==> src/rtl/pgh_pkg.sv <==
// Shared types and constants for the gossip handshake block.
package pgh_pkg;

  localparam int MaxNeighbors = 16;

  typedef enum logic [1:0] {
    ST_IDLE = 2'd0,
    ST_REQ  = 2'd1,
    ST_ACK  = 2'd2,
    ST_BAD  = 2'd3
  } hs_state_t;

  typedef enum logic [2:0] {
    CFG_MY_ID     = 3'd0,
    CFG_IDLE_RNDS = 3'd1,
    CFG_REQ_RNDS  = 3'd2,
    CFG_ACK_RNDS  = 3'd3,
    CFG_DICE_MOD  = 3'd4,
    CFG_STAY_THR  = 3'd5,
    CFG_NONCE_MOD = 3'd6,
    CFG_NONE      = 3'd7
  } cfg_idx_t;

  // Sequencer steps for one word.
  typedef enum logic [2:0] {
    SQ_IDLE  = 3'd0,
    SQ_MOD   = 3'd1,
    SQ_READ  = 3'd2,
    SQ_WAIT  = 3'd3,
    SQ_APPLY = 3'd4,
    SQ_OUT   = 3'd5
  } seq_t;

endpackage

==> src/rtl/pairwise_gossip_handshake_fsm_core.sv <==
// Top level of the pairwise gossip handshake state machine.
//
// channel | dir | handshake             | payload
// in      | in  | in_valid / in_stall   | req_type, nbr_id, nbr_req_id, nbr_ack_id, nbr_nonce,
//         |     |                       | random_pick, random_dice
// out     | out | out_valid / out_stall | round_state .. do_consensus
// cfg     | in  | cfg_we                | cfg_index, cfg_data
//
// A neighbor record is accepted, then written to the list memories; the input
// stalls until that write is done. A round end runs from accept to the next
// accept through 16 steps of three bit-serial remainders run side by side
// (pick, dice, nonce), a memory read, a wait for read data, an apply step and
// an output step. The wait step holds while an earlier word is still stalled
// in the output register, and so does the output step. Reset is synchronous
// and clears control state; the lists need no clearing. The next word is
// accepted while a result word waits under out_stall.
module pairwise_gossip_handshake_fsm_core #(
  parameter int MAX_NEIGHBORS = pgh_pkg::MaxNeighbors
) (
  input  logic        clk,
  input  logic        rst,
  input  logic        in_valid,
  output logic        in_stall,
  input  logic        req_type,
  input  logic [7:0]  nbr_id,
  input  logic [7:0]  nbr_req_id,
  input  logic [7:0]  nbr_ack_id,
  input  logic [7:0]  nbr_nonce,
  input  logic [15:0] random_pick,
  input  logic [15:0] random_dice,
  output logic        out_valid,
  input  logic        out_stall,
  output logic [1:0]  round_state,
  output logic [1:0]  new_state,
  output logic [7:0]  bcast_req_id,
  output logic [7:0]  bcast_ack_id,
  output logic [7:0]  bcast_nonce,
  output logic        capture_valid,
  output logic [7:0]  capture_id,
  output logic        do_consensus,
  input  logic        cfg_we,
  input  logic [2:0]  cfg_index,
  input  logic [15:0] cfg_data
);

  localparam int AW = (MAX_NEIGHBORS > 1) ? $clog2(MAX_NEIGHBORS) : 1;
  localparam int CW = $clog2(MAX_NEIGHBORS + 1);

  // configuration
  logic [7:0]  my_id, idle_rounds, request_rounds, ack_rounds, nonce_modulus;
  logic [15:0] dice_modulus, stay_idle_threshold;

  always_ff @(posedge clk) begin
    if (rst) begin
      my_id <= 8'd1; idle_rounds <= 8'd10; request_rounds <= 8'd5;
      ack_rounds <= 8'd5; dice_modulus <= 16'd100;
      stay_idle_threshold <= 16'd50; nonce_modulus <= 8'd255;
    end else if (cfg_we) begin
      case (pgh_pkg::cfg_idx_t'(cfg_index))
        pgh_pkg::CFG_MY_ID:     my_id <= cfg_data[7:0];
        pgh_pkg::CFG_IDLE_RNDS: idle_rounds <= cfg_data[7:0];
        pgh_pkg::CFG_REQ_RNDS:  request_rounds <= cfg_data[7:0];
        pgh_pkg::CFG_ACK_RNDS:  ack_rounds <= cfg_data[7:0];
        pgh_pkg::CFG_DICE_MOD:  dice_modulus <= cfg_data;
        pgh_pkg::CFG_STAY_THR:  stay_idle_threshold <= cfg_data;
        pgh_pkg::CFG_NONCE_MOD: nonce_modulus <= cfg_data[7:0];
        default: ;
      endcase
    end
  end

  // list memories: neighbor ids, and requester id plus nonce
  logic [7:0]  nbr_mem [MAX_NEIGHBORS];
  logic [15:0] rq_mem  [MAX_NEIGHBORS];
  logic        nbr_wr, rq_wr;
  logic [AW-1:0] nbr_waddr, rq_waddr, rd_addr;
  logic [7:0]  nbr_wdata, nbr_rdata;
  logic [15:0] rq_wdata, rq_rdata;

  always_ff @(posedge clk) begin
    if (nbr_wr) nbr_mem[nbr_waddr] <= nbr_wdata;
    nbr_rdata <= nbr_mem[rd_addr];
  end

  always_ff @(posedge clk) begin
    if (rq_wr) rq_mem[rq_waddr] <= rq_wdata;
    rq_rdata <= rq_mem[rd_addr];
  end

  // handshake state
  pgh_pkg::hs_state_t fsm_state;
  logic [7:0] rounds_in_state, own_req_id, own_ack_id, own_nonce;
  logic [7:0] last_served_id, last_served_nonce;
  logic       last_served_valid, request_done, partner_acked;
  logic [CW-1:0] neighbor_count, requester_count;

  // sequencer
  pgh_pkg::seq_t seq, seq_next;
  logic        rec_pend;
  logic [7:0]  h_id, h_req, h_ack, h_non;
  logic [15:0] h_pick, h_dice;
  logic [4:0]  bit_cnt;
  logic [16:0] rem_p, rem_d;   // serial remainders
  logic [9:0]  rem_n;          // serial nonce remainder
  logic        roll_stay;

  logic accept_in;
  assign in_stall  = (seq != pgh_pkg::SQ_IDLE) || rec_pend;
  assign accept_in = in_valid && !in_stall;

  // output register
  logic out_free;
  assign out_free = !out_valid || !out_stall;

  // next step of the sequencer
  always_comb begin
    seq_next = seq;
    case (seq)
      pgh_pkg::SQ_IDLE:  if (accept_in && req_type) seq_next = pgh_pkg::SQ_MOD;
      pgh_pkg::SQ_MOD:   if (bit_cnt == 5'd15) seq_next = pgh_pkg::SQ_READ;
      pgh_pkg::SQ_READ:  seq_next = pgh_pkg::SQ_WAIT;
      pgh_pkg::SQ_WAIT:  if (out_free) seq_next = pgh_pkg::SQ_APPLY;
      pgh_pkg::SQ_APPLY: seq_next = pgh_pkg::SQ_OUT;
      pgh_pkg::SQ_OUT:   if (out_free) seq_next = pgh_pkg::SQ_IDLE;
      default:           seq_next = pgh_pkg::SQ_IDLE;
    endcase
  end

  logic [7:0] rounds_in_state_inc;
  assign rounds_in_state_inc = (rounds_in_state == 8'd255) ? 8'd255 : rounds_in_state + 8'd1;

  logic [8:0] nonce_sum;
  assign nonce_sum = {1'b0, own_nonce} + 9'd1;

  // one restoring step of each remainder
  logic [15:0] div_p, div_d, n_src;
  logic [16:0] tp, td;
  logic [9:0]  tn;
  logic        fresh;
  always_comb begin
    div_p = {{(16-CW){1'b0}}, requester_count};
    div_d = dice_modulus;
    if (!(fsm_state == pgh_pkg::ST_IDLE && rounds_in_state_inc <= idle_rounds))
      div_p = {{(16-CW){1'b0}}, neighbor_count};
    n_src = {7'd0, nonce_sum};
    tp = {rem_p[15:0], h_pick[4'd15 - bit_cnt[3:0]]};
    td = {rem_d[15:0], h_dice[4'd15 - bit_cnt[3:0]]};
    tn = {rem_n[8:0], n_src[4'd15 - bit_cnt[3:0]]};
    if (tp >= {1'b0, div_p}) tp = tp - {1'b0, div_p};
    if (td >= {1'b0, div_d}) td = td - {1'b0, div_d};
    if (tn >= {2'b0, nonce_modulus}) tn = tn - {2'b0, nonce_modulus};
    fresh = (h_req == my_id) &&
            !(last_served_valid && h_id == last_served_id && h_non == last_served_nonce);
  end

  // list writes and read address
  always_comb begin
    nbr_wr    = rec_pend && neighbor_count < CW'(MAX_NEIGHBORS);
    nbr_waddr = neighbor_count[AW-1:0];
    nbr_wdata = h_id;
    rq_wr     = rec_pend && fresh && requester_count < CW'(MAX_NEIGHBORS);
    rq_waddr  = requester_count[AW-1:0];
    rq_wdata  = {h_id, h_non};
    rd_addr   = rem_p[AW-1:0];
  end

  logic [7:0] nonce_inc;
  always_comb begin
    if (nonce_modulus == 8'd0) nonce_inc = nonce_sum[7:0];
    else nonce_inc = rem_n[7:0];
  end

  always_ff @(posedge clk) begin
    if (rst) begin
      seq <= pgh_pkg::SQ_IDLE;
      rec_pend <= 1'b0;
      fsm_state <= pgh_pkg::ST_IDLE;
      rounds_in_state <= '0; own_req_id <= '0; own_ack_id <= '0; own_nonce <= '0;
      last_served_id <= '0; last_served_nonce <= '0; last_served_valid <= 1'b0;
      request_done <= 1'b0; partner_acked <= 1'b0;
      neighbor_count <= '0; requester_count <= '0;
      out_valid <= 1'b0;
      bit_cnt <= '0;
    end else begin
      seq <= seq_next;
      if (out_valid && !out_stall) out_valid <= 1'b0;
      // latch input word
      if (accept_in) begin
        h_id <= nbr_id; h_req <= nbr_req_id; h_ack <= nbr_ack_id; h_non <= nbr_nonce;
        h_pick <= random_pick; h_dice <= random_dice;
        rec_pend <= !req_type && nbr_id != 8'd0;
        bit_cnt <= '0; rem_p <= '0; rem_d <= '0; rem_n <= '0;
      end
      // store a neighbor record
      if (rec_pend) begin
        rec_pend <= 1'b0;
        if (nbr_wr) neighbor_count <= neighbor_count + CW'(1);
        if (rq_wr) requester_count <= requester_count + CW'(1);
        if (h_id == own_req_id && h_ack == my_id) partner_acked <= 1'b1;
      end
      // serial remainders
      if (seq == pgh_pkg::SQ_MOD) begin
        rem_p <= tp; rem_d <= td; rem_n <= tn; bit_cnt <= bit_cnt + 5'd1;
      end
      if (seq == pgh_pkg::SQ_READ)
        roll_stay <= ((dice_modulus == 16'd0) ? h_dice : rem_d[15:0]) < stay_idle_threshold;
      // apply the round
      if (seq == pgh_pkg::SQ_APPLY) begin
        round_state <= fsm_state;
        capture_valid <= 1'b0; capture_id <= '0; do_consensus <= 1'b0;
        rounds_in_state <= rounds_in_state_inc;
        new_state <= fsm_state;
        bcast_req_id <= own_req_id; bcast_ack_id <= own_ack_id; bcast_nonce <= own_nonce;
        case (fsm_state)
          pgh_pkg::ST_IDLE: begin
            if (rounds_in_state_inc <= idle_rounds) begin
              if (requester_count != '0) begin
                last_served_id <= rq_rdata[15:8];
                last_served_nonce <= rq_rdata[7:0];
                last_served_valid <= 1'b1;
                fsm_state <= pgh_pkg::ST_ACK; new_state <= pgh_pkg::ST_ACK;
                rounds_in_state <= '0;
                own_ack_id <= rq_rdata[15:8]; bcast_ack_id <= rq_rdata[15:8];
                capture_valid <= 1'b1; capture_id <= rq_rdata[15:8];
              end
            end else begin
              rounds_in_state <= '0;
              if (!roll_stay) begin
                fsm_state <= pgh_pkg::ST_REQ; new_state <= pgh_pkg::ST_REQ;
                own_nonce <= nonce_inc; bcast_nonce <= nonce_inc;
                own_req_id <= (neighbor_count != '0) ? nbr_rdata : 8'd0;
                bcast_req_id <= (neighbor_count != '0) ? nbr_rdata : 8'd0;
                request_done <= 1'b0;
              end
            end
          end
          pgh_pkg::ST_REQ: begin
            if (rounds_in_state_inc <= request_rounds) begin
              if (!request_done && partner_acked) begin
                capture_valid <= 1'b1; capture_id <= own_req_id; request_done <= 1'b1;
              end
            end else begin
              do_consensus <= request_done;
              fsm_state <= pgh_pkg::ST_IDLE; new_state <= pgh_pkg::ST_IDLE;
              rounds_in_state <= '0;
              own_req_id <= '0; own_ack_id <= '0; bcast_req_id <= '0; bcast_ack_id <= '0;
            end
          end
          pgh_pkg::ST_ACK: begin
            if (rounds_in_state_inc > ack_rounds) begin
              do_consensus <= 1'b1;
              fsm_state <= pgh_pkg::ST_IDLE; new_state <= pgh_pkg::ST_IDLE;
              rounds_in_state <= '0;
              own_req_id <= '0; own_ack_id <= '0; bcast_req_id <= '0; bcast_ack_id <= '0;
            end
          end
          default: begin
            fsm_state <= pgh_pkg::ST_IDLE; new_state <= pgh_pkg::ST_IDLE;
            rounds_in_state <= '0;
            own_req_id <= '0; own_ack_id <= '0; bcast_req_id <= '0; bcast_ack_id <= '0;
          end
        endcase
        neighbor_count <= '0; requester_count <= '0; partner_acked <= 1'b0;
      end
      // hand word to output register
      if (seq == pgh_pkg::SQ_OUT && out_free) out_valid <= 1'b1;
    end
  end

endmodule

==> config.mk <==
export PLATFORM = sky130hd
export DESIGN_NAME = pairwise_gossip_handshake_fsm_core
export DESIGN_NICKNAME = d
export VERILOG_FILES = /design/src/rtl/pgh_pkg.sv /design/src/rtl/pairwise_gossip_handshake_fsm_core.sv
export SDC_FILE = /design/constraint.sdc
export NUM_CORES = 1
export LEC_CHECK = 0
export BUFFER_PORTS_ARGS = -buffer_cell sky130_fd_sc_hd__buf_2
export CAP_MARGIN = 20
export CORE_ASPECT_RATIO = 1.25
export CORE_UTILIZATION = 64
export CTS_BUF_LIST = sky130_fd_sc_hd__clkbuf_4
export DETAILED_ROUTE_END_ITERATION = 6
export GPL_TIMING_DRIVEN = 0
export PLACE_DENSITY = 0.82
export SETUP_SLACK_MARGIN = 0.15
export SKIP_CTS_REPAIR_TIMING = 1
export SLEW_MARGIN = 10
export SYNTH_ARGS = -nofsm -noshare
export SYNTH_HDL_FRONTEND = slang
export SYNTH_SLANG_ARGS = --single-unit
export TNS_END_PERCENT = 5
==> constraint.sdc <==
create_clock -name clk -period 5.7 [get_ports clk]
set_input_delay 0.855 -clock clk [delete_from_list [all_inputs] [get_ports clk]]
set_output_delay 0.855 -clock clk [all_outputs]
set_load 0.02 [all_outputs]
Word-level counts from Yosys, hierarchy flattened:

Memories as Yosys holds them, arrays and structs flattened. A register that Yosys moved wholly into a read port is not among the register bits.
Cells that the tools add are included.

* flip-flop bits (word level): 289
* RAM bits: 384
* input bits: 89
* output and inout bits: 40
* word-level logic and storage cells: 219
* memories: 2

* add/subtract/negate cells: 9
* magnitude comparators: 10
* eq/ne operators: 28
* muxes and demuxes: 74
* bitwise gates (word level): 2
* reductions and logical operators: 53

Memories
* rq_mem: words 16, bits a word 16, rd ports 1, clocked after Yosys merged registers in 1, write ports 1, RTL line pairwise_gossip_handshake_fsm_core.sv:74 `logic [15:0] rq_mem [MAX_NEIGHBORS];`
* nbr_mem: words 16, bits a word 8, rd ports 1, clocked after Yosys merged registers in 1, write ports 1, RTL line pairwise_gossip_handshake_fsm_core.sv:73 `logic [7:0] nbr_mem [MAX_NEIGHBORS];`

Operators with widths (number)
* 8-bit 2-to-1 mux: 22
* 16-bit 2-to-1 mux: 6
* 8-bit case mux with 3 select lines: 3
* 8-bit == test: 5
* 2-bit AND reduction: 14
* 9-bit 2-to-1 mux: 3
* 1-bit 2-to-1 mux: 19
* 3-bit case mux with 6 select lines: 1
* 17-bit by 16-bit greater-or-equal comparator with 1-bit output: 1
* 17-bit by 5-bit greater-or-equal comparator with 1-bit output: 1
* 8-bit less-or-equal comparator: 2
* 16-bit zero test: 1
* 16-bit less-than comparator: 1
* 2-bit inequality test (second input constant): 8
* 8-bit case mux with 2 select lines: 1
* 16-bit subtractor: 1
* 16-bit by 5-bit subtractor with 16-bit output: 1
* 5-bit by 1-bit adder with 5-bit output (second input constant): 3
* 3-bit == test (second input constant): 5
* 5-bit 2-to-1 mux: 3
* 1-bit logical AND: 14
* 1-bit binary-select mux with 4-bit select: 3
* 3-bit by 2-bit == test with 1-bit output (second input constant): 4
* 3-bit 2-to-1 mux: 4
* other kinds (30): 50

Depth between registers and ports, before layout:

Gate-level depths: netlist of the first run.

* depth in word-level cells: 9
* depth in mapped cells: 22
* mapped depth without buffers: 22

Worst setup path before layout of the first run:

Ideal clock, no wire load.

* kind: reg2reg
* start: register rounds_in_state[0]
* end: register rem_p[14], data pin
* setup time: 0.147 ns
* arrival: 4.336 ns
* required time: 5.553 ns
* setup slack: 1.217 ns
* stages on the path, launching flop included: 22
* buffers on the path: 0
* clock period less this slack: 4.483 ns
* cell sequence: dfxtp_1 > ha_1 > and3_1 > and3_1 > nand3_1 > nand2_1 > ha_1 > and3_1 > a221oi_1 > a211o_1 > nand2_1 > nor2_1 > a21o_1 > inv_1 > ha_1 > nor2b_1 > o21ai_0 > a21boi_0 > o21a_1 > o311ai_4 > or4_1 > a21oi_1

* cells in the longest elaborated chain, start to end: 8
* elaborated cells between the ends (all ways): 10
* classes of those cells: add/sub (2); order compare (2); eq/ne (1); mux (4); reduce/logical (1)

Ends and longest elaborated chain
* start: declaration: RTL line pairwise_gossip_handshake_fsm_core.sv:92 `logic [7:0] rounds_in_state, own_req_id, own_ack_id, own_nonce;`
* start signal: assignment: RTL line pairwise_gossip_handshake_fsm_core.sv:211 `rounds_in_state <= rounds_in_state_inc;`
* 8-bit by 1-bit adder with 8-bit output or 8-bit == test (tied branches): RTL line pairwise_gossip_handshake_fsm_core.sv:130 `assign rounds_in_state_inc = (rounds_in_state == 8'd255) ? 8'd255 : rounds_in_state + 8'd1;`
* 8-bit 2-to-1 mux (*): RTL line pairwise_gossip_handshake_fsm_core.sv:130
* 8-bit less-or-equal comparator (*): RTL line pairwise_gossip_handshake_fsm_core.sv:143 `if (!(fsm_state == pgh_pkg::ST_IDLE && rounds_in_state_inc <= idle_rounds))`
* 1-bit logical AND (*): RTL line pairwise_gossip_handshake_fsm_core.sv:143
* 5-bit 2-to-1 mux (*): RTL line pairwise_gossip_handshake_fsm_core.sv:143
* 16-bit by 5-bit subtractor with 16-bit output or 17-bit by 5-bit greater-or-equal comparator with 1-bit output (tied branches): RTL line pairwise_gossip_handshake_fsm_core.sv:149 `if (tp >= {1'b0, div_p}) tp = tp - {1'b0, div_p};`
* 16-bit 2-to-1 mux (*): RTL line pairwise_gossip_handshake_fsm_core.sv:149
* 16-bit 2-to-1 mux (*): RTL line pairwise_gossip_handshake_fsm_core.sv:202 `if (seq == pgh_pkg::SQ_MOD) begin`
* end signal: assignment: RTL line pairwise_gossip_handshake_fsm_core.sv:203 `rem_p <= tp; rem_d <= td; rem_n <= tn; bit_cnt <= bit_cnt + 5'd1;`
* end: declaration: RTL line pairwise_gossip_handshake_fsm_core.sv:103 `logic [16:0] rem_p, rem_d;`

Every way passes the cells marked *; elsewhere a longest branch is shown, timed or not.
A chain may end at the register's enable or synchronous reset.

Worst setup path after layout of the first run:

* start: register rounds_in_state[0]
* end: register rem_p[6], data pin

The elaborated chain is that of the path after synthesis.

==> results of run 1 <==
[worst max path at each step]
stage | from | end
finish | rounds_in_state[0]$_SDFFE_PP0P_ | rem_p[6]$_SDFFCE_PN0P_
global route | rounds_in_state[0]$_SDFFE_PP0P_ | rem_p[6]$_SDFFCE_PN0P_
detailed placement | rounds_in_state[0]$_SDFFE_PP0P_ | rem_p[3]$_SDFFCE_PN0P_
floorplan | rounds_in_state[0]$_SDFFE_PP0P_ | rem_p[14]$_SDFFCE_PN0P_
global placement | rst | h_ack[3]$_DFFE_PP_
CTS | rounds_in_state[0]$_SDFFE_PP0P_ | rem_p[4]$_SDFFCE_PN0P_
[layer usage]
layer | GRT usage (%) | wire, um
met5 | 0 | 0
met4 | 18.0 | 3900
met3 | 5.23 | 5480
met2 | 56.1 | 38600
met1 | 38.2 | 27100
[cell families after synthesis]
| kind of cell | count (synthesis) | share of synthesized area (%) |
|---|---|---|
| AOI/OAI and AO/OA | 331 | 7.49 |
| and+or+nand+nor | 544 | 8.41 |
| adders and majority gates | 87 | 3.73 |
| buffers and inverters | 180 | 2.27 |
| DFF | 697 | 64.5 |
| xor gates and xnor gates | 74 | 2.17 |
| muxes | 175 | 11.4 |
[cell type report]
cell class | count | area (um^2)
diodes | 1 | 2.50
clock inverters | 48 | 324
well taps | 585 | 732
multi-input cells | 1211 | 10000
repair buffers | 162 | 1170
flip-flops and latches | 697 | 19200
inverters | 88 | 330
fillers | 2814 | 12100
plain buffers | 92 | 347
clock buffers | 234 | 1760
[registers in the layout, summed over array words and instances (netlist names), 9 cells and up]
name                 flops
dice_modulus            16
h_dice                  16
h_pick                  16
nbr_mem                128
rem_d                   16
rem_n                    9
rem_p                   16
rq_mem                 256
rq_rdata                16
stay_idle_threshold     16
[power by group through the flow]
| stage | clock network (mW) | registers, mW | logic, mW |
|---|---|---|---|
| final | 4.03 | 5.60 | 0.677 |
| after detailed placement | 0 | 5.73 | 0.642 |
| after floorplan | 0 | 5.69 | 0.425 |
| after global placement | 0 | 5.73 | 0.596 |
| after CTS | 4.07 | 5.62 | 0.646 |
| after global routing | 4.32 | 5.61 | 0.724 |
[through the flow]
stage | area, um^2 | TNS [ns] | instances | hold slack [ns]
finish | 33900 | 0 | 3118 | 0.133
global route | 33900 | 0 | 3118 | 0.0812
CTS | 33700 | 0 | 3105 | 0.0731
detailed placement | 31600 | 0 | 2823 | 0.442
global placement | 31200 | -28.33 | 2799 | 0.434
floorplan | 29800 | 0 | 2088 | 0.426
[synth_stat cells, types with 10 or more instances]
cell      instances  area (um^2)
buf_1            16         60.1
a22o_1           34          298
o21ai_0          37          185
a21o_1           17          128
nand3_1          42          210
edfxtp_1        528        15900
nor2_1          134          503
a211oi_1         19          143
a21oi_1         118          591
o21a_1           15          113
a22oi_1          10         75.1
dfxtp_1         169         3380
nor3_1           23          115
nand4_1          20          125
inv_1            87          327
xor2_1           14          123
and3_1           12         75.1
ha_1             84         1050
nand2b_1         13         81.3
nand2_1         214          803
mux2i_1          28          280
a32o_1           10          100
or3_1            11         68.8
nor2b_1          19          119
nor4_1           20          125
xnor2_1          60          526
clkbuf_1         75          282
o211ai_1         20          150
mux2_2           17          191
mux4_2          130         2930
==> impl_metrics.json, run 1 <==
{
  "outcome": "completed",
  "grt_first_pass_wirelength_mm": 114,
  "cells_after_synthesis": 2088,
  "synth_area_per_cell_um2": 14.3,
  "cts.sinks": 697,
  "post_route_cells_drive_above_1_share_pct": 24.1,
  "finalCriticalPeriod_ns": 5.18,
  "port_buffers": 126,
  "final_core_util_pct": 73.7,
  "buffer_and_inverter_count_on_the_worst_path": 1,
  "setup.reg_to_reg.worst_slack_ns": 0.52,
  "achievable-frequency_ghz": 0.193,
  "cell_with_the_largest_stage_delay_on_the_worst_path": "dfxtp_1",
  "final-max-slew-violation-count": 0,
  "start_kind": "flip-flop",
  "vias": 19700,
  "start_util_pct": 64.8,
  "layout-area-overhead-vs-synth_pct": 13.8,
  "worst_ep_required_time_ns": 6.29,
  "power_frac_comb_pct": 6.6,
  "crit_path_frequent_cell": "ha_1",
  "layout_worst_path_cycle_share_pct": 90.9,
  "cp.depth": 21,
  "crit_path_end_kind": "flip-flop",
  "worst_min_delay_path_category": "input port to flip-flop",
  "first_global_vias": 20000,
  "vdd.ir_drop.worst_mv": 0.195,
  "post-place-ws_ns": 0.270,
  "p_int_mw": 7.92,
  "groute.usage.overall_pct": 32.2,
  "max_cap_viol_count": 0,
  "yosysUniqueCellTypes": 66,
  "antenna_found_initial": 1,
  "tritoncts": "built",
  "clock_path_buffers": 3,
  "tightest_slew_ns": 1.12,
  "final_common_cell": "edfxtp_1",
  "boundaryPins": 129,
  "floorplan.die.height_um": 243,
  "rsz0062_at_grt": "no",
  "rr_endpoint": "rem_p[6]$_SDFFCE_PN0P_",
  "floorplan.die_area_mm2": 0.0475,
  "hold_viol_final": 0,
  "globalRouteOverflowTotal": 0,
  "hold_path_end": "h_req[1]$_DFFE_PP_",
  "drt.antenna.violating_nets": 0,
  "routed_via_density": 6.32,
  "grt_max_degree": 35,
  "clkTransAtPathRegs_ns": 0.08,
  "layout_common_cells": "edfxtp_1, clkbuf_4, nand2_1",
  "die_w_um": 195,
  "ys_seq_area_share_pct": 64.5,
  "async_flop_share_pct": 0,
  "hold_depth": 1,
  "leakage_nw": 11.9,
  "fp-row-count": 88,
  "worst_skew_pair.late_latency_ns": 0.92,
  "number_of_nets_in_the_finished_design": 2587,
  "synth-seq-cells": 697,
  "regToRegStartpoint": "rounds_in_state[0]$_SDFFE_PP0P_",
  "firstDrtPassIters": 5,
  "synthFlopType": "edfxtp_1",
  "standard_cell_core_area_mm2": 0.0460,
  "drt_drc_violations_left": 0,
  "synth_enable_flop_cells": 528,
  "wire_per_inst_um": 24.1,
  "timing.max_slew.rel_slack_pct": 25.3,
  "timing.critical_path.slowest_cell_delay_ns": 0.38,
  "dr.first_iter.drc_count": 1789,
  "synth.cell_area_mm2": 0.0298,
  "globalplace.congestion": 0.965,
  "worst-path-max-fanout": 8,
  "sequentialPowerShare_pct": 54.4,
  "post_synthesis_net_count": 2264,
  "ff2ff_path_depth": 21,
  "path_cells": "ha_1 > and3_1 > and3_1 > nor2_1 > mux2i_2 > ha_1 > a21o_1 > a311oi_2 > a211o_1 > nand2_2 > nor2_1 > a21o_1 > inv_1 > ha_1 > nor2b_1 > o21ai_0 > a21boi_1 > o21a_2 > o311ai_4 > or3_1 > a21oi_1",
  "cp_top_family": "compound AO/OA/AOI/OAI gates",
  "worstPathArrival_ns": 5.77,
  "htree_levels": 4,
  "total_routed_wirelength_mm": 75.1,
  "pwr-share-clk_pct": 39.1,
  "ys_warn_count": 0,
  "cts_made_buffers": 159,
  "switching_power_mw": 2.38,
  "power_mw": 10.3,
  "detailedPlacementHpwl_mm": 52.9,
  "report.final.setup_viol": 0,
  "netSwitchingFraction_pct": 23.1,
  "power_per_cell_area_mw_per_mm2": 304,
  "clock_skew_ns": 0.0547,
  "final_critical_path_setup_slack_ns": 0.518,
  "hold_path.startpoint": "nbr_req_id[1]",
  "root_buffer": "clkbuf_4",
  "timing_worst_setup_path_type": "flip-flop to flip-flop"
}
Power figures use the tool's default switching activity.
==> run 2, diff against run 1 <==
--- a/config.mk
+++ b/config.mk
@@ -8,11 +8,10 @@
 export BUFFER_PORTS_ARGS = -buffer_cell sky130_fd_sc_hd__buf_2
 export CAP_MARGIN = 20
 export CORE_ASPECT_RATIO = 1.25
-export CORE_UTILIZATION = 64
-export CTS_BUF_LIST = sky130_fd_sc_hd__clkbuf_4
+export CORE_UTILIZATION = 62
 export DETAILED_ROUTE_END_ITERATION = 6
 export GPL_TIMING_DRIVEN = 0
-export PLACE_DENSITY = 0.82
+export PLACE_DENSITY = 0.8
 export SETUP_SLACK_MARGIN = 0.15
 export SKIP_CTS_REPAIR_TIMING = 1
 export SLEW_MARGIN = 10
==> impl_metrics.json, run 2 (same netlist as run 1, synthesis figures left out) <==
{
  "outcome": "completed",
  "start_util_pct": 63.0,
  "report.final.setup_viol": 0,
  "crit_path_end_kind": "flip-flop",
  "post_route_cells_drive_above_1_share_pct": 19.0,
  "fill_cells": 2951,
  "fp-row-count": 89,
  "leakage_nw": 11.7,
  "dr.first_iter.drc_count": 1822,
  "globalplace.congestion": 0.934,
  "port_buffers": 126,
  "final_common_cell": "edfxtp_1",
  "firstDrtPassIters": 6,
  "power_per_cell_area_mw_per_mm2": 315,
  "dp_cells": 2876,
  "num_antenna_cells": 0,
  "biggestRegsByFlops": "rq_mem (256), nbr_mem (128)",
  "floorplan.die_area_mm2": 0.0490,
  "multiInputGateArea_mm2": 0.0100,
  "clock_path_buffers": 3,
  "sequential_cell_area_mm2": 0.0192,
  "globalRouteOverflowTotal": 0,
  "layout_common_cells": "edfxtp_1, nand2_1, dfxtp_1",
  "hold_viol_final": 0,
  "wire_per_inst_um": 25.8,
  "worst-path-max-fanout": 8,
  "root_buffer": "clkbuf_16",
  "routed_via_density": 6.44,
  "largest_register_ffs": 256,
  "grt_max_degree": 35,
  "cell_with_the_largest_stage_delay_on_the_worst_path": "o21ai_0",
  "tightest_slew_ns": 1.12,
  "worst_ep_required_time_ns": 6.07,
  "floorplan.die.height_um": 247,
  "die_w_um": 198,
  "worst_min_delay_path_category": "input port to flip-flop",
  "vdd.ir_drop.worst_mv": 0.247,
  "timing_worst_setup_path_type": "flip-flop to flip-flop",
  "rsz0062_at_grt": "no",
  "first_global_vias": 19600,
  "final_cell_count_no_fill": 3006,
  "boundaryPins": 129,
  "buffer_and_inverter_count_on_the_worst_path": 0,
  "tritoncts": "built",
  "cts.sinks": 697,
  "post-place-ws_ns": 0.214,
  "layout-area-overhead-vs-synth_pct": 14.0,
  "layout_worst_path_cycle_share_pct": 92.5,
  "htree_levels": 3,
  "achievable-frequency_ghz": 0.190,
  "total_routed_wirelength_mm": 77.5,
  "max_cap_viol_count": 0,
  "standard_cell_core_area_mm2": 0.0473,
  "detailedPlacementHpwl_mm": 53.6,
  "drt_drc_violations_left": 0,
  "clock_skew_ns": 0.0174,
  "finalCriticalPeriod_ns": 5.27,
  "grt_first_pass_wirelength_mm": 115,
  "worstPathArrival_ns": 5.64,
  "final-max-slew-violation-count": 0,
  "number_of_nets_in_the_finished_design": 2491,
  "worst_skew_pair.late_latency_ns": 0.62,
  "cts_made_buffers": 66,
  "path_cells": "and3_1 > nand3_1 > or2_2 > mux2i_2 > ha_1 > a21o_1 > a311oi_2 > a211o_1 > nand2_2 > o21ai_0 > ha_1 > fa_1 > nand2b_1 > a21boi_0 > o21ai_0 > nor2_1 > nor4_1 > a21oi_1 > a31o_2",
  "final_core_util_pct": 71.8,
  "drt.antenna.violating_nets": 0,
  "largest-register": "rq_mem",
  "cp_top_family": "compound AO/OA/AOI/OAI gates",
  "groute.usage.overall_pct": 32.0,
  "clkTransAtPathRegs_ns": 0.07,
  "start_kind": "flip-flop",
  "vias": 19300,
  "antenna_found_initial": 1,
  "timing.max_slew.rel_slack_pct": 25.6,
  "final_critical_path_setup_slack_ns": 0.428,
  "power_mw": 10.7,
  "timing.critical_path.slowest_cell_delay_ns": 0.43
}
==> run 2: changes by cell type in the layout (fill, tap and decap cells not counted), moves of 3 or more <==
cell,before,now
clkinv_1,36,10
buf_8,16,12
inv_6,0,4
inv_2,3,0
clkbuf_4,234,0
clkbuf_1,75,90
clkbuf_8,0,3
clkinv_2,3,10
clkbuf_16,1,69
==> run 2: worst paths after layout <==
kind,startpoint,end,slack [ns],cells past startpoint
worst min register to register,rq_rdata[0]$_DFF_P_,last_served_nonce[0]$_SDFFE_PP0P_,0.45,2
worst max-delay path,rounds_in_state[2]$_SDFFE_PP0P_,rem_p[12]$_SDFFCE_PN0P_,0.43,19
worst max register to register,rounds_in_state[2]$_SDFFE_PP0P_,rem_p[12]$_SDFFCE_PN0P_,0.43,19
worst min-delay path,random_dice[2],h_dice[2]$_DFFE_PP_,0.41,1
==> run 2: final cells by class <==
cell class	count	area share [%]
clock buffers	85	5.22
flip-flops and latches	697	56.6
multi-input cells	1211	29.4
clock inverters	37	1.12
inverters	88	0.972
well taps	637	2.34
plain buffers	92	1.02
repair buffers	159	3.31
==> run 2: worst register-to-register path, stage by stage (launching register included) <==
cell,delay (ns)
dfxtp_1,0.39
and3_1,0.23
nand3_1,0.13
or2_2,0.34
mux2i_2,0.36
ha_1,0.36
a21o_1,0.21
a311oi_2,0.34
a211o_1,0.20
nand2_2,0.20
o21ai_0,0.24
ha_1,0.24
fa_1,0.22
nand2b_1,0.12
a21boi_0,0.13
o21ai_0,0.43
nor2_1,0.09
nor4_1,0.42
a21oi_1,0.14
a31o_2,0.23
==> run 2: power breakdown <==
group	internal, mW	switching [mW]
registers	5.53	0.0812
clock network	2.50	1.93
logic	0.285	0.388
total	8.31	2.40
==> run 2: stage by stage <==
stage               setup TNS (ns)  area [um^2]  hold WS (ns)
floorplan                        0        29800         0.426
global placement            -30.55        31200         0.434
detailed placement               0        31700         0.444
CTS                              0        33800         0.380
global route                     0        34000         0.401
finish                           0        34000         0.411
==> run 2: per-layer routing <==
metal / routed length (um) / global-route usage, % / share of wire [%] / vias to the layer above
met5: 18 / 0 / 0.023 / -
met3: 5970 / 5.21 / 7.7 / 259
li1: - / - / - / 8406
met1: 27600 / 37.8 / 36 / 9613
met4: 4580 / 18.9 / 5.9 / 2
met2: 39400 / 55.3 / 51 / 1064
==> run 3, diff against run 2 <==
--- a/config.mk
+++ b/config.mk
@@ -8,10 +8,9 @@
 export BUFFER_PORTS_ARGS = -buffer_cell sky130_fd_sc_hd__buf_2
 export CAP_MARGIN = 20
 export CORE_ASPECT_RATIO = 1.25
-export CORE_UTILIZATION = 62
+export CORE_UTILIZATION = 30
 export DETAILED_ROUTE_END_ITERATION = 6
 export GPL_TIMING_DRIVEN = 0
-export PLACE_DENSITY = 0.8
 export SETUP_SLACK_MARGIN = 0.15
 export SKIP_CTS_REPAIR_TIMING = 1
 export SLEW_MARGIN = 10
==> impl_metrics.json, run 3 (same netlist as run 1, synthesis figures left out) <==
{
  "outcome": "completed",
  "placement.cell_area_mm2": 0.0326,
  "hold_path.startpoint": "nbr_ack_id[2]",
  "achievable-frequency_ghz": 0.192,
  "timing_worst_setup_path_type": "flip-flop to flip-flop",
  "tightest_slew_ns": 1.16,
  "final_cell_count_no_fill": 3678,
  "timing.max_slew.rel_slack_pct": 21.5,
  "floorplan.die_area_mm2": 0.101,
  "boundaryPins": 129,
  "htree_levels": 3,
  "power_mw": 10.8,
  "globalplace.congestion": 0.859,
  "port_buffers": 126,
  "final_core_util_pct": 35.7,
  "dp_cells": 3548,
  "fp-row-count": 128,
  "final_critical_path_setup_slack_ns": 0.496,
  "clkTransAtPathRegs_ns": 0.06,
  "post-route-cell-area_mm2": 0.0350,
  "number_of_nets_in_the_finished_design": 2500,
  "layout_worst_path_cycle_share_pct": 91.3,
  "hold_viol_final": 0,
  "met3RoutedLength_mm": 3.59,
  "total_routed_wirelength_mm": 78.1,
  "post-place-ws_ns": 0.102,
  "worst-path-max-fanout": 8,
  "cts.sinks": 697,
  "wire_per_inst_um": 21.2,
  "p_int_mw": 8.34,
  "power_frac_comb_pct": 6.2,
  "regToRegStartpoint": "rounds_in_state[0]$_SDFFE_PP0P_",
  "highest_layer": "met4",
  "grt_first_pass_wirelength_mm": 116,
  "cts_made_buffers": 69,
  "root_buffer": "clkbuf_16",
  "worst_min_delay_path_category": "input port to flip-flop",
  "crit_path_end_kind": "flip-flop",
  "floorplan.die.height_um": 354,
  "antenna_found_initial": 1,
  "detailedPlacementHpwl_mm": 57.5,
  "worst_ep_required_time_ns": 6.15,
  "dr.first_iter.drc_count": 1413,
  "switching_power_mw": 2.47,
  "setup.worst_path.start": "rounds_in_state[0]$_SDFFE_PP0P_",
  "worst_skew_pair.late_latency_ns": 0.64,
  "pwr-share-clk_pct": 42.0,
  "fin_worst_hold_slack_ns": 0.389,
  "drt-met1-wl_mm": 30.9,
  "layout_common_cells": "edfxtp_1, nand2_1, dfxtp_1",
  "setup_tns_ns": 0,
  "clock_skew_ns": 0.0332,
  "finalCriticalPeriod_ns": 5.20,
  "power_per_cell_area_mw_per_mm2": 309,
  "netSwitchingFraction_pct": 22.9,
  "vdd.ir_drop.worst_mv": 0.235,
  "drt.antenna.violating_nets": 0,
  "path_cells": "ha_1 > and3_1 > and3_1 > nand3_1 > nand2_1 > ha_1 > and3_1 > a221oi_2 > a211o_1 > nand2_2 > nor2_1 > a21o_1 > inv_1 > ha_1 > nor2b_1 > o21ai_0 > a21boi_1 > o21a_1 > o311ai_4 > or4_1 > a21oi_1",
  "buffer_and_inverter_count_on_the_worst_path": 1,
  "timing.critical_path.slowest_cell_delay_ns": 0.43,
  "largest_register_ffs": 256,
  "start_util_pct": 30.4,
  "max_cap_viol_count": 0,
  "first_global_vias": 18200,
  "final_common_cell": "edfxtp_1",
  "die_w_um": 284,
  "firstDrtPassIters": 5,
  "grt_max_degree": 35,
  "vias": 18100,
  "largest-register": "rq_mem",
  "sequentialPowerShare_pct": 51.9,
  "leakage_nw": 11.8,
  "tritoncts": "built",
  "post_route_cells_drive_above_1_share_pct": 18.9,
  "worstPathArrival_ns": 5.65,
  "globalRouteOverflowTotal": 0,
  "rsz0062_at_grt": "no",
  "clock_path_buffers": 3,
  "wl_met2_mm": 41.4,
  "groute.usage.overall_pct": 15.3,
  "biggestRegsByFlops": "rq_mem (256), nbr_mem (128)",
  "routed_via_density": 4.92,
  "standard_cell_core_area_mm2": 0.0980,
  "start_kind": "flip-flop",
  "layout-area-overhead-vs-synth_pct": 17.3,
  "cp_top_family": "simple AND/OR/NAND/NOR gates",
  "drt_drc_violations_left": 0,
  "cell_with_the_largest_stage_delay_on_the_worst_path": "or4_1",
  "final-max-slew-violation-count": 0,
  "report.final.setup_viol": 0
}
run 3: cell types whose count changed in the layout (fill, tap and decap cells not counted), moves of 3 or more:
cell and delta:
inv_6 -3, clkbuf_1 +5, clkinv_2 -3, clkinv_4 -3, clkinv_16 +3, buf_8 +9
run 3: power groups by stage:
stage	Clock [mW]	Combinational (mW)	Sequential [mW]
floorplan	0	0.425	5.69
global placement	0	0.624	5.74
detailed placement	0	0.663	5.72
CTS	4.62	0.666	5.62
global route	4.82	0.723	5.62
finish	4.54	0.665	5.61
run 3: worst paths after layout:
kind	endpoint	slack (ns)	cells past startpoint
worst max-delay path	rem_p[10]$_SDFFCE_PN0P_	0.50	21
worst min-delay path	h_ack[2]$_DFFE_PP_	0.39	1
worst max register to register	rem_p[10]$_SDFFCE_PN0P_	0.50	21
worst min register to register	last_served_nonce[7]$_SDFFE_PP0P_	0.45	2
run 3: area by class of cell:
class	count	area (um^2)
fillers	9348	63000
clock inverters	30	362
diodes	2	5.00
flip-flops and latches	697	19200
clock buffers	93	1870
inverters	88	330
repair buffers	165	1190
plain buffers	92	347
multi-input cells	1211	10000
well taps	1300	1630
run 3: layer usage:
layer / up-vias / global-route usage (%)
li1: 8437 / -
met1: 9060 / 18.1
met2: 482 / 28.4
met3: 120 / 2.05
met4: 0 / 5.10
met5: - / 0
